File: src/usbep0_pkg.sv
// Shared types and constants for the USB endpoint-0 control transfer handler.
// Holds the event and result payload structs, request and handshake codes.
`timescale 1ns / 1ps

package usbep0_pkg;

  localparam int CFG_IDX_W  = 3;
  localparam int CFG_DATA_W = 10;

  localparam logic [CFG_IDX_W-1:0] CFG_DEVICE_LEN   = 3'd0;
  localparam logic [CFG_IDX_W-1:0] CFG_CONFIG_LEN   = 3'd1;
  localparam logic [CFG_IDX_W-1:0] CFG_LANGUAGE_LEN = 3'd2;
  localparam logic [CFG_IDX_W-1:0] CFG_VENDOR_LEN   = 3'd3;
  localparam logic [CFG_IDX_W-1:0] CFG_PRODUCT_LEN  = 3'd4;
  localparam logic [CFG_IDX_W-1:0] CFG_REPORT_LEN   = 3'd5;

  localparam logic [1:0] CMD_SETUP     = 2'd0;
  localparam logic [1:0] CMD_IN_DONE   = 2'd1;
  localparam logic [1:0] CMD_OUT_DONE  = 2'd2;
  localparam logic [1:0] CMD_BUS_RESET = 2'd3;

  localparam logic [7:0] RQ_ZERO              = 8'h00;
  localparam logic [7:0] RQ_SET_ADDRESS       = 8'h05;
  localparam logic [7:0] RQ_GET_DESCRIPTOR    = 8'h06;
  localparam logic [7:0] RQ_GET_CONFIGURATION = 8'h08;
  localparam logic [7:0] RQ_SET_CONFIGURATION = 8'h09;
  localparam logic [7:0] RQ_SET_IDLE          = 8'h0A;
  localparam logic [7:0] RQ_STALLED           = 8'hFF;

  localparam logic [7:0] DT_DEVICE     = 8'h01;
  localparam logic [7:0] DT_CONFIG     = 8'h02;
  localparam logic [7:0] DT_STRING     = 8'h03;
  localparam logic [7:0] DT_HID_REPORT = 8'h22;
  localparam logic [7:0] MAX_STRING    = 8'd2;
  localparam logic [7:0] VENDOR_MODE   = 8'h40;
  localparam logic [6:0] SETUP_BYTES   = 7'd8;

  localparam logic [1:0] HS_NAK   = 2'd0;
  localparam logic [1:0] HS_ACK   = 2'd1;
  localparam logic [1:0] HS_STALL = 2'd2;
  localparam logic       OHS_ACK   = 1'b0;
  localparam logic       OHS_STALL = 1'b1;

  localparam logic [2:0] DESC_NONE     = 3'd0;
  localparam logic [2:0] DESC_DEVICE   = 3'd1;
  localparam logic [2:0] DESC_CONFIG   = 3'd2;
  localparam logic [2:0] DESC_LANGUAGE = 3'd3;
  localparam logic [2:0] DESC_VENDOR   = 3'd4;
  localparam logic [2:0] DESC_PRODUCT  = 3'd5;
  localparam logic [2:0] DESC_REPORT   = 3'd6;

  typedef struct packed {
    logic [1:0]  command;
    logic [6:0]  rx_length;
    logic [7:0]  request_type;
    logic [7:0]  request_code;
    logic [7:0]  value_low;
    logic [7:0]  value_high;
    logic [7:0]  index_low;
    logic [15:0] request_length;
  } ep0_event_t;

  typedef struct packed {
    logic [1:0] in_response;
    logic       out_response;
    logic [3:0] tx_length;
    logic       in_data_toggle;
    logic       out_data_toggle;
    logic [2:0] descriptor_select;
    logic [9:0] descriptor_offset;
    logic [7:0] reply_byte;
    logic [6:0] device_address;
    logic       configured;
    logic       command_pending;
  } ep0_result_t;

  typedef struct packed {
    logic       hit;
    logic [2:0] sel;
    logic [9:0] length;
  } desc_info_t;

endpackage

File: src/usbep0_desc.sv
// Descriptor length registers and GET_DESCRIPTOR target decode.
// Depends on usbep0_pkg for codes and the descriptor info struct.
`timescale 1ns / 1ps

module usbep0_desc (
  input  logic                                 clk,
  input  logic                                 rst_n,
  input  logic                                 cfg_we,
  input  logic [usbep0_pkg::CFG_IDX_W-1:0]     cfg_index,
  input  logic [usbep0_pkg::CFG_DATA_W-1:0]    cfg_data,
  input  logic [7:0]                           value_low,
  input  logic [7:0]                           value_high,
  input  logic [7:0]                           index_low,
  output usbep0_pkg::desc_info_t               info
);
  import usbep0_pkg::*;

  logic [7:0] device_len_r;
  logic [9:0] config_len_r;
  logic [7:0] language_len_r;
  logic [7:0] vendor_len_r;
  logic [7:0] product_len_r;
  logic [9:0] report_len_r;
  logic [2:0] sel;

  always_ff @(posedge clk) begin
    if (!rst_n) begin
      device_len_r   <= 8'd18;
      config_len_r   <= 10'd34;
      language_len_r <= 8'd4;
      vendor_len_r   <= 8'd16;
      product_len_r  <= 8'd16;
      report_len_r   <= 10'd64;
    end else if (cfg_we) begin
      case (cfg_index)
        CFG_DEVICE_LEN:   device_len_r   <= cfg_data[7:0];
        CFG_CONFIG_LEN:   config_len_r   <= cfg_data;
        CFG_LANGUAGE_LEN: language_len_r <= cfg_data[7:0];
        CFG_VENDOR_LEN:   vendor_len_r   <= cfg_data[7:0];
        CFG_PRODUCT_LEN:  product_len_r  <= cfg_data[7:0];
        CFG_REPORT_LEN:   report_len_r   <= cfg_data;
        default: begin
        end
      endcase
    end
  end

  always_comb begin
    sel = DESC_NONE;
    if (value_high == DT_DEVICE) begin
      sel = DESC_DEVICE;
    end else if (value_high == DT_CONFIG) begin
      sel = DESC_CONFIG;
    end else if (value_high == DT_STRING && value_low <= MAX_STRING) begin
      sel = DESC_LANGUAGE + value_low[2:0];
    end else if (value_high == DT_HID_REPORT && index_low == 8'd0) begin
      sel = DESC_REPORT;
    end
  end

  always_comb begin
    info.sel = sel;
    info.hit = (sel != DESC_NONE);
    case (sel)
      DESC_DEVICE:   info.length = {2'b00, device_len_r};
      DESC_CONFIG:   info.length = config_len_r;
      DESC_LANGUAGE: info.length = {2'b00, language_len_r};
      DESC_VENDOR:   info.length = {2'b00, vendor_len_r};
      DESC_PRODUCT:  info.length = {2'b00, product_len_r};
      DESC_REPORT:   info.length = report_len_r;
      default:       info.length = 10'd0;
    endcase
  end

endmodule

File: src/usbep0_ctrl.sv
// Control transfer state and per-event update logic for endpoint 0.
// Depends on usbep0_pkg; takes the descriptor decode from usbep0_desc.
`timescale 1ns / 1ps

module usbep0_ctrl #(
  parameter int CHUNK_BYTES = 8
) (
  input  logic                     clk,
  input  logic                     rst_n,
  input  logic                     fire,
  input  usbep0_pkg::ep0_event_t   ev,
  input  usbep0_pkg::desc_info_t   desc,
  output usbep0_pkg::ep0_result_t  res
);
  import usbep0_pkg::*;

  localparam int CW = $clog2(CHUNK_BYTES + 1);
  localparam logic [15:0]   CHUNK_LEN = 16'(CHUNK_BYTES);
  localparam logic [CW-1:0] CHUNK_N   = CW'(CHUNK_BYTES);

  logic [15:0] rem_r,        rem_nxt;
  logic [7:0]  act_r,        act_nxt;
  logic [2:0]  cur_desc_r,   cur_desc_nxt;
  logic [9:0]  chunk_off_r,  chunk_off_nxt;
  logic [7:0]  cfg_val_r,    cfg_val_nxt;
  logic [6:0]  addr_r,       addr_nxt;
  logic        enum_r,       enum_nxt;
  logic        in_tog_r,     in_tog_nxt;
  logic        out_tog_r,    out_tog_nxt;
  logic        cmd_flag_r,   cmd_flag_nxt;
  logic [1:0]  in_hs_r,      in_hs_nxt;
  logic        out_hs_r,     out_hs_nxt;
  logic [3:0]  tx_len_r,     tx_len_nxt;

  logic          is_setup;
  logic [15:0]   capped_len;
  logic [15:0]   base_len;
  logic [9:0]    base_off;
  logic [CW-1:0] chunk_n;
  logic [15:0]   rem_after;
  logic [9:0]    off_after;
  logic          fail;
  logic [3:0]    setup_tx;
  logic [2:0]    sel_out;
  logic [9:0]    off_out;
  logic [7:0]    reply;

  // One chunk unit serves both the setup stage and later IN completions.
  assign is_setup   = (ev.command == CMD_SETUP);
  assign capped_len = (ev.request_length > {6'd0, desc.length}) ?
                      {6'd0, desc.length} : ev.request_length;
  assign base_len   = is_setup ? capped_len : rem_r;
  assign base_off   = is_setup ? 10'd0 : chunk_off_r;
  assign chunk_n    = (base_len >= CHUNK_LEN) ? CHUNK_N : base_len[CW-1:0];
  assign rem_after  = base_len - 16'(chunk_n);
  assign off_after  = base_off + 10'(chunk_n);

  always_comb begin
    rem_nxt       = rem_r;
    act_nxt       = act_r;
    cur_desc_nxt  = cur_desc_r;
    chunk_off_nxt = chunk_off_r;
    cfg_val_nxt   = cfg_val_r;
    addr_nxt      = addr_r;
    enum_nxt      = enum_r;
    in_tog_nxt    = in_tog_r;
    out_tog_nxt   = out_tog_r;
    cmd_flag_nxt  = cmd_flag_r;
    in_hs_nxt     = in_hs_r;
    out_hs_nxt    = out_hs_r;
    tx_len_nxt    = tx_len_r;
    fail          = 1'b0;
    setup_tx      = 4'd0;
    sel_out       = DESC_NONE;
    off_out       = 10'd0;
    reply         = 8'd0;

    case (ev.command)
      CMD_SETUP: begin
        if (ev.rx_length != SETUP_BYTES) begin
          fail = 1'b1;
        end else begin
          rem_nxt = ev.request_length;
          act_nxt = ev.request_code;
          case (ev.request_code)
            RQ_GET_DESCRIPTOR: begin
              if (!desc.hit) begin
                fail = 1'b1;
              end else begin
                cur_desc_nxt  = desc.sel;
                rem_nxt       = rem_after;
                chunk_off_nxt = off_after;
                setup_tx      = chunk_n[3:0];
                sel_out       = desc.sel;
                off_out       = base_off;
              end
            end
            RQ_SET_ADDRESS: begin
              rem_nxt = {8'd0, ev.value_low};
            end
            RQ_GET_CONFIGURATION: begin
              reply = cfg_val_r;
              if (ev.request_length != 16'd0) begin
                setup_tx = 4'd1;
              end
            end
            RQ_SET_CONFIGURATION: begin
              cfg_val_nxt = ev.value_low;
              enum_nxt    = 1'b1;
            end
            RQ_SET_IDLE: begin
            end
            RQ_ZERO: begin
              cfg_val_nxt = ev.request_type;
            end
            default: begin
              fail = 1'b1;
            end
          endcase
        end
        if (fail) begin
          act_nxt     = RQ_STALLED;
          in_hs_nxt   = HS_STALL;
          out_hs_nxt  = OHS_STALL;
          in_tog_nxt  = 1'b1;
          out_tog_nxt = 1'b1;
          reply       = 8'd0;
        end else begin
          tx_len_nxt  = setup_tx;
          in_hs_nxt   = HS_ACK;
          out_hs_nxt  = OHS_ACK;
          in_tog_nxt  = 1'b1;
          out_tog_nxt = 1'b1;
        end
      end
      CMD_IN_DONE: begin
        if (act_r == RQ_GET_DESCRIPTOR) begin
          tx_len_nxt    = chunk_n[3:0];
          rem_nxt       = rem_after;
          chunk_off_nxt = off_after;
          sel_out       = cur_desc_r;
          off_out       = base_off;
          in_tog_nxt    = ~in_tog_r;
        end else begin
          if (act_r == RQ_SET_ADDRESS) begin
            addr_nxt = rem_r[6:0];
          end else begin
            tx_len_nxt = 4'd0;
          end
          in_hs_nxt   = HS_NAK;
          out_hs_nxt  = OHS_ACK;
          in_tog_nxt  = 1'b0;
          out_tog_nxt = 1'b0;
        end
      end
      CMD_OUT_DONE: begin
        if (cfg_val_r == VENDOR_MODE) begin
          cmd_flag_nxt = 1'b1;
        end
        tx_len_nxt  = 4'd0;
        out_tog_nxt = ~out_tog_r;
      end
      CMD_BUS_RESET: begin
        addr_nxt = 7'd0;
      end
      default: begin
      end
    endcase
  end

  always_ff @(posedge clk) begin
    if (!rst_n) begin
      rem_r       <= 16'd0;
      act_r       <= 8'd0;
      cur_desc_r  <= DESC_NONE;
      chunk_off_r <= 10'd0;
      cfg_val_r   <= 8'd0;
      addr_r      <= 7'd0;
      enum_r      <= 1'b0;
      in_tog_r    <= 1'b0;
      out_tog_r   <= 1'b0;
      cmd_flag_r  <= 1'b0;
      in_hs_r     <= HS_NAK;
      out_hs_r    <= OHS_ACK;
      tx_len_r    <= 4'd0;
    end else if (fire) begin
      rem_r       <= rem_nxt;
      act_r       <= act_nxt;
      cur_desc_r  <= cur_desc_nxt;
      chunk_off_r <= chunk_off_nxt;
      cfg_val_r   <= cfg_val_nxt;
      addr_r      <= addr_nxt;
      enum_r      <= enum_nxt;
      in_tog_r    <= in_tog_nxt;
      out_tog_r   <= out_tog_nxt;
      cmd_flag_r  <= cmd_flag_nxt;
      in_hs_r     <= in_hs_nxt;
      out_hs_r    <= out_hs_nxt;
      tx_len_r    <= tx_len_nxt;
    end
  end

  always_comb begin
    res.in_response       = in_hs_nxt;
    res.out_response      = out_hs_nxt;
    res.tx_length         = tx_len_nxt;
    res.in_data_toggle    = in_tog_nxt;
    res.out_data_toggle   = out_tog_nxt;
    res.descriptor_select = sel_out;
    res.descriptor_offset = off_out;
    res.reply_byte        = reply;
    res.device_address    = addr_nxt;
    res.configured        = enum_nxt;
    res.command_pending   = cmd_flag_nxt;
  end

endmodule

File: src/usb_control_endpoint_handler.sv
// Top level of the USB endpoint-0 control transfer handler.
// Instantiates usbep0_desc and usbep0_ctrl; uses types from usbep0_pkg.
`timescale 1ns / 1ps

// Each request is one endpoint-0 event (setup, IN done, OUT done or bus reset)
// and yields exactly one result. The block takes one request per clock while
// the output is not stalled; a request is held in the input register until it
// advances, is decoded in a single pass, and its result is then presented from
// the result register. The user must write descriptor lengths on the
// configuration port only while no request is in flight; the block itself
// does not enforce this. Bus reset clears only the device address.

module usb_control_endpoint_handler #(
  parameter int CHUNK_BYTES = 8
) (
  input  logic                              clk,
  input  logic                              rst_n,
  input  logic                              in_valid,
  output logic                              in_stall,
  input  usbep0_pkg::ep0_event_t            in_data,
  output logic                              out_valid,
  input  logic                              out_stall,
  output usbep0_pkg::ep0_result_t           out_data,
  input  logic                              cfg_we,
  input  logic [usbep0_pkg::CFG_IDX_W-1:0]  cfg_index,
  input  logic [usbep0_pkg::CFG_DATA_W-1:0] cfg_data
);
  import usbep0_pkg::*;

  logic        ev_valid_r;
  ep0_event_t  ev_r;
  logic        out_valid_r;
  ep0_result_t out_data_r;
  logic        advance;
  desc_info_t  desc;
  ep0_result_t res;

  assign advance  = ev_valid_r && (!out_valid_r || !out_stall);
  assign in_stall = ev_valid_r && !advance;

  always_ff @(posedge clk) begin
    if (!rst_n) begin
      ev_valid_r <= 1'b0;
    end else if (in_valid && !in_stall) begin
      ev_valid_r <= 1'b1;
    end else if (advance) begin
      ev_valid_r <= 1'b0;
    end
  end

  always_ff @(posedge clk) begin
    if (in_valid && !in_stall) begin
      ev_r <= in_data;
    end
  end

  usbep0_desc u_desc (
    .clk        (clk),
    .rst_n      (rst_n),
    .cfg_we     (cfg_we),
    .cfg_index  (cfg_index),
    .cfg_data   (cfg_data),
    .value_low  (ev_r.value_low),
    .value_high (ev_r.value_high),
    .index_low  (ev_r.index_low),
    .info       (desc)
  );

  usbep0_ctrl #(
    .CHUNK_BYTES (CHUNK_BYTES)
  ) u_ctrl (
    .clk   (clk),
    .rst_n (rst_n),
    .fire  (advance),
    .ev    (ev_r),
    .desc  (desc),
    .res   (res)
  );

  always_ff @(posedge clk) begin
    if (!rst_n) begin
      out_valid_r <= 1'b0;
    end else if (advance) begin
      out_valid_r <= 1'b1;
    end else if (!out_stall) begin
      out_valid_r <= 1'b0;
    end
  end

  always_ff @(posedge clk) begin
    if (advance) begin
      out_data_r <= res;
    end
  end

  assign out_valid = out_valid_r;
  assign out_data  = out_data_r;

endmodule
File: config.mk
export PLATFORM = sky130hd
export DESIGN_NAME = usb_control_endpoint_handler
export DESIGN_NICKNAME = d
export VERILOG_FILES = /design/src/usbep0_pkg.sv /design/src/usbep0_desc.sv /design/src/usbep0_ctrl.sv /design/src/usb_control_endpoint_handler.sv
export SDC_FILE = /design/constraint.sdc
export NUM_CORES = 1
export LEC_CHECK = 0
export ABC_AREA = 1
export BUFFER_PORTS_ARGS = -buffer_cell sky130_fd_sc_hd__buf_2
export CAP_MARGIN = 20
export CORE_MARGIN = 4
export CORE_UTILIZATION = 58
export CTS_CLUSTER_DIAMETER = 30
export DETAILED_ROUTE_END_ITERATION = 8
export PLACE_DENSITY_LB_ADDON = 0.2
export SETUP_SLACK_MARGIN = 0.02
export SLEW_MARGIN = 20
export SYNTH_ARGS = -nofsm -noshare
export SYNTH_HDL_FRONTEND = slang
export SYNTH_SLANG_ARGS = --single-unit
File: constraint.sdc
create_clock -name clk -period 6.9 [get_ports clk]
set_input_delay 0.345 -clock clk [delete_from_list [all_inputs] [get_ports clk]]
set_output_delay 0.345 -clock clk [all_outputs]
set_load 0.02 [all_outputs]
# Yosys cells after proc, flatten, opt, wreduce, memory -nomap -nowiden
# Index checks and enable logic that the tools add are counted.
# Widths: inputs -> output; s select.
[word_totals] regBits=221 latch_bits=0 ram_bits=0 mem_bits_ro=0 inputBits=83 out_inout_bits=41 elab_cells=182 n_memories=0
[classes] add_sub_neg=3 multipliers=0 div_mod_pow=0 n_lt_le_gt_ge=3 eq_ne=33 shift=0 muxes=66 bitwise=5 n_reduce_logical=32
[op_table] op="$mux 10" n=9
[op_table] op="$mux 16" n=5
[op_table] op="$pmux 16 s2" n=2
[op_table] op="$pmux 10 s6" n=1
[op_table] op="$pmux 10 s2" n=2
[op_table] op="$eq 8x3->1 const B" n=4
[op_table] op="$eq 8x4->1 const B" n=3
[op_table] op="$mux 3" n=8
[op_table] op="$mux 4" n=6
[op_table] op="$mux 1" n=17
[op_table] op="$eq 8x2->1 const B" n=2
[op_table] op="$ge 16x4->1 const B" n=1
[op_table] op="$gt 16x10->1" n=1
[op_table] op="$logic_not 8->1" n=2
[op_table] op="$mux 8" n=2
[op_table] op="$pmux 8 s2" n=1
[op_table] op="$reduce_bool 16->1" n=1
[op_table] op="$sub 16x4->16" n=1
[op_table] op="$eq 3x3->1 const B" n=5
[op_table] op="$mux 7" n=2
[op_table] op="$pmux 7 s2" n=1
[op_table] op="$eq 3x2->1 const B" n=4
[op_table] op="$pmux 4 s3" n=1
[op_table] op="$reduce_and 2->1" n=6
[op_table] op="32 further kinds" n=55

# Depth between registers and ports, before layout
[depth] ltp_word=18 depth_mapped=46

# Modules after synthesis
# From an unflattened synthesis, not the netlist that was laid out.
[unflattened] cells_unflattened=1267 area_unflattened_um2=10774.1
[by_module_without_submodules] module="usbep0_ctrl" n_inst=1 cells_per_inst=727 area_per_inst_um2=4694.5
[by_module_without_submodules] module="usb_control_endpoint_handler" n_inst=1 cells_per_inst=117 area_per_inst_um2=3218.1
[by_module_without_submodules] module="usbep0_desc" n_inst=1 cells_per_inst=423 area_per_inst_um2=2861.5

# Worst setup path after synthesis
# OpenSTA, ideal clock, no wires.
[synth_path] kind="reg-to-reg" start="register ev_r[32] (netlist name)" end="register u_ctrl.chunk_off_r[9]" setup_time_ns=0.132 arrival_time_ns=4.889 t_required_ns=6.768 setup_slack_ns=1.880 path_stages_with_launch=40 path_buffers=1 synth_period_minus_slack_ns=5.020 path_cell_list="edfxtp_1 -> inv_1 -> ha_1 -> inv_1 -> nand2_1 -> nand2_2 -> nor2_4 -> nand2_2 -> nand2_2 -> nand2_1 -> nand2_2 -> buf_6 -> nand3_2 -> o22ai_1 -> inv_1 -> and3_1 -> ha_1 -> nand2_1 -> [... 4 more ...] -> a21oi_1 -> nand3_1 -> nand2_1 -> nand2_2 -> nor2_4 -> nand3_1 -> nor2_2 -> nand2_4 -> inv_2 -> and2_1 -> ha_1 -> nand3_1 -> a21boi_0 -> o21ai_0 -> nor3_1 -> nand3_1 -> nor4_1 -> nor3_1"
[synth_between] elab_chain_cells=17 word_cells_on_any_way=27 classes_between="add/sub: 2; order compare: 3; eq/ne: 7; mux: 12; reduce/logical: 3"
[synth_rtl] element="start: declaration" line="usb_control_endpoint_handler.sv:31" text="ep0_event_t ev_r;"
[synth_rtl] element="start signal: assignment" line="usb_control_endpoint_handler.sv:53" text="ev_r <= in_data;"
[synth_rtl] element="$le 8x2->1" line="usbep0_desc.sv:54" text="end else if (value_high == DT_STRING && value_low <= MAX_STRING) begin"
[synth_rtl] element="$logic_and 1x1->1" line="usbep0_desc.sv:54"
[synth_rtl] element="$mux 3 *" line="usbep0_desc.sv:54"
[synth_rtl] element="$mux 3 *" line="usbep0_desc.sv:52" text="end else if (value_high == DT_CONFIG) begin"
[synth_rtl] element="$mux 3 *" line="usbep0_desc.sv:50" text="if (value_high == DT_DEVICE) begin"
[synth_rtl] element="$eq 3x3->1, or another cell as far along" line="usbep0_desc.sv:64" text="case (sel)"
[synth_rtl] element="$pmux 10 s6" line="usbep0_desc.sv:64"
[synth_rtl] element="$gt 16x10->1" line="usbep0_ctrl.sv:50" text="assign capped_len = (ev.request_length > {6'd0, desc.length}) ?"
[synth_rtl] element="$mux 16" line="usbep0_ctrl.sv:50"
[synth_rtl] element="$mux 16" line="usbep0_ctrl.sv:52" text="assign base_len = is_setup ? capped_len : rem_r;"
[synth_rtl] element="$ge 16x4->1" line="usbep0_ctrl.sv:54" text="assign chunk_n = (base_len >= CHUNK_LEN) ? CHUNK_N : base_len[CW-1:0];"
[synth_rtl] element="$mux 4" line="usbep0_ctrl.sv:54"
[synth_rtl] element="$add 10x4->10" line="usbep0_ctrl.sv:56" text="assign off_after = base_off + 10'(chunk_n);"
[synth_rtl] element="$mux 10" line="usbep0_ctrl.sv:87" text="if (!desc.hit) begin"
[synth_rtl] element="$mux 10" line="usbep0_ctrl.sv:85" text="case (ev.request_code)"
[synth_rtl] element="$mux 10" line="usbep0_ctrl.sv:80" text="if (ev.rx_length != SETUP_BYTES) begin"
[synth_rtl] element="$pmux 10 s2" line="usbep0_ctrl.sv:78" text="case (ev.command)"
[synth_rtl] element="end signal: assignment" line="usbep0_ctrl.sv:190" text="chunk_off_r <= chunk_off_nxt;"
[synth_rtl] element="end: declaration" line="usbep0_ctrl.sv:24" text="logic [9:0] chunk_off_r, chunk_off_nxt;"
# Mark *: on every way between the ends. The rest lies on a longest branch, timed or not. The select of a mux whose other input is x is not followed.
# A chain may end at the register's enable or synchronous reset.

# Worst setup path after layout
# Ends and elaborated chain as after synthesis.

==> results.toml <==
[synthesis]
syn_area_mm2 = 0.0104
synth-main-ff-cell = "dfxtp_1"
synth-seq-cells = 221
synth-edff-count = 104
ys_types = 49
syn_area_per_cell_um2 = 8.40
yosys_warnings = 0
syn-num-nets = 1338
ys_seq_area_frac = 0.526
async_flop_share = 0
netlist_instances = 1236

[status]
status = "finished clean"

[floorplan]
pin_count = 124
die_h_um = 142
core_mm2 = 0.0174
die_area_mm2 = 0.0201
die_x_um = 142
start_util = 0.596
row_count = 48

[critical_path]
endpoint_kind = "flip-flop"
cp.buffers_inverters = 6
start_kind = "flip-flop"
crit_fanout = 12
cp.arrival_ns = 6.56
crit_slowest_cell = "a221oi_1"
cpLargestDelayFamily = "simple AND/OR/NAND/NOR gates"
slowest_delay_ns = 0.42
critical_path_class = "reg -> reg"
required_ns = 7.27

[finish]
nets = 1519
multi_input_area_mm2 = 0.00405
final_cells = 1676
area_growth_pct = 25.5
drive_gt1_frac = 0.181
n_antenna_cell = 0
seq_area_mm2 = 0.00547
most-common-layout-cells = "nor2_1, inv_1, nand2_1, buf_2, dfxtp_1"
fill_cells = 1258
final_common_cell = "nor2_1"

[clocking]
htreeDepth = 2
insertion_delay_ns = 0.53
cts_setup_buffers = 0
cts_buffers = 42
clk_path_buf_depth = 3
cts.reportedPaths.clkPinSlew_ns = 0.05
cts_tree = "built"
cts.sinks = 221
cts-root-buf = "clkbuf_16"

[timing]
maxSlewViolCount = 0
hold_viol = 0
worstMarginPinSlew_ns = 0.899
rsz0062_at_grt = "no"
relSlewSlack = 0.395
fin_worst_skew_ns = 0.0223
setup_viol = 0
setup_ws_ns = 0.710
max_freq_mhz = 162
post-route-period-util = 0.897
post-route-min-period_ns = 6.19
holdWs_ns = 0.000907
timing.setup.tns_ns = 0

[detailed_routing]
met1_length_mm = 12.0
antenna_left = 0
wl_met3_mm = 2.22
route.met2.wl_mm = 12.9
first_iter_violations = 880
via_per_inst = 5.51
vias = 9230
wirelength_mm = 27.9
wire_per_inst_um = 16.6
drcViolationCount = 0
dr.pass1.iters = 6
top_layer = "met5"

[global_routing]
grt_pass1_vias = 8753
grt-ovfl-total = 0
grt_max_degree = 97
antenna_found_initial = 1
track_usage = 0.274
grt_first_pass_wirelength_mm = 44.4

[power_and_ir_drop]
power_mw = 3.78
vdd_ir_drop_max_uv = 286
p_leak_nw = 5.70
power.density_mw_per_mm2 = 290

[place]
io_buffers = 123
dp_hpwl_mm = 18.7
gp_congestion = 0.974
post-place-cells = 1555
place_ws_ns = 0.784

[worst_hold_path]
hp-class = "in -> reg"

[flow_run]
maxCapViolations = 0
==> layout make-up <==
| type | instances | share of cell area |
|---|---|---|
| Sequential cell | 221 | 0.419 |
| Multi-Input combinational cell | 788 | 0.311 |
| Timing Repair Buffer | 174 | 0.0849 |
| Clock buffer | 48 | 0.0832 |
| Inverter | 190 | 0.0549 |
| Clock inverter | 30 | 0.0254 |
| Tap cell | 225 | 0.0216 |
==> per-stage QoR <==
stage | area, um^2 | utilization
2_1_floorplan | 10400 | -
3_3_place_gp | 11200 | 0.641
3_5_place_dp | 11200 | 0.641
4_1_cts | 13000 | 0.745
5_1_grt | 13000 | 0.748
6_report | 13000 | 0.748
==> kinds of logic (layout without fill, tap and decap cells) <==
group                      after synthesis  after routing  synth area share
adders and majority gates               19             19            0.0236
xor gates and xnor gates                 8              8           0.00675
DFF                                    221            221             0.526
AOI/OAI and AO/OA                      276            276             0.147
and+or+nand+nor                        483            483             0.209
buffers and inverters                  227            442            0.0873
other                                    2              2          0.000723
==> final timing paths <==
path,start,slack (ns),cells past startpoint,to
worst max register to register,ev_r[32],0.71,34,u_ctrl.chunk_off_r[9]
worst max-delay path,ev_r[32],0.71,34,u_ctrl.chunk_off_r[9]
worst min-delay path,in_data[53],0.0009,1,ev_r[53]
worst min register to register,u_ctrl.rem_r[15],0.47,2,u_ctrl.rem_r[15]
==> worst register-to-register path: cells and delay by family (launching register included) <==
kind,cells,cell delay (ns)
adder cells (fa/ha/maj),3,0.70
flip-flops,1,0.35
AO/OA/AOI/OAI,5,1.22
AND/OR/NAND/NOR,20,3.14
buffers and inverters,6,0.63
==> what timing repair did <==
action | 4_1_cts | 5_1_grt
hold buffers | 40 | 3
setup endpoints to repair | 0 | 1
resized for setup | 0 | 5
endpoints found under the hold margin | 40 | 3
==> sequential cells by signal, summed over array words and instances (netlist names), 4 cells and up <==
signal	count
u_ctrl.chunk_off_r	10
u_desc.report_len_r	10
u_desc.product_len_r	8
u_ctrl.cfg_val_r	8
u_ctrl.rem_r	16
ev_r	65
u_ctrl.act_r	8
u_desc.device_len_r	8
u_ctrl.tx_len_r	4
u_desc.language_len_r	8
u_desc.config_len_r	10
u_desc.vendor_len_r	8
u_ctrl.addr_r	7
out_data	39
==> cell usage after synthesis (all sizes together), types with 5 or more instances <==
cell    number  share of area
clkbuf      28          0.012
nand4       19          0.011
nor2       212          0.083
nor4        11         0.0066
nand3       58          0.029
ha          18          0.022
dfxtp      117           0.23
o21ai      114          0.055
nand2      163          0.067
edfxtp     104           0.30
o22ai       20          0.012
nor3        14         0.0072
a31oi        9         0.0054
buf          9         0.0066
o211ai       8         0.0058
a21oi      109          0.056
xnor2        5         0.0042
inv        186          0.067
==> where the power goes <==
| group | internal (mW) | total, mW | switching [mW] |
|---|---|---|---|
| Clock | 1.30 | 2.02 | 0.718 |
| Combinational | 0.105 | 0.297 | 0.192 |
| Sequential | 1.44 | 1.47 | 0.0275 |
==> metal layers <==
metal / GRT usage / up-vias
met4: 0.0909 / 2
met5: 0 / -
li1: - / 4511
met1: 0.372 / 4238
met3: 0.0583 / 75
met2: 0.442 / 404
(Power assumes the default switching activity.)
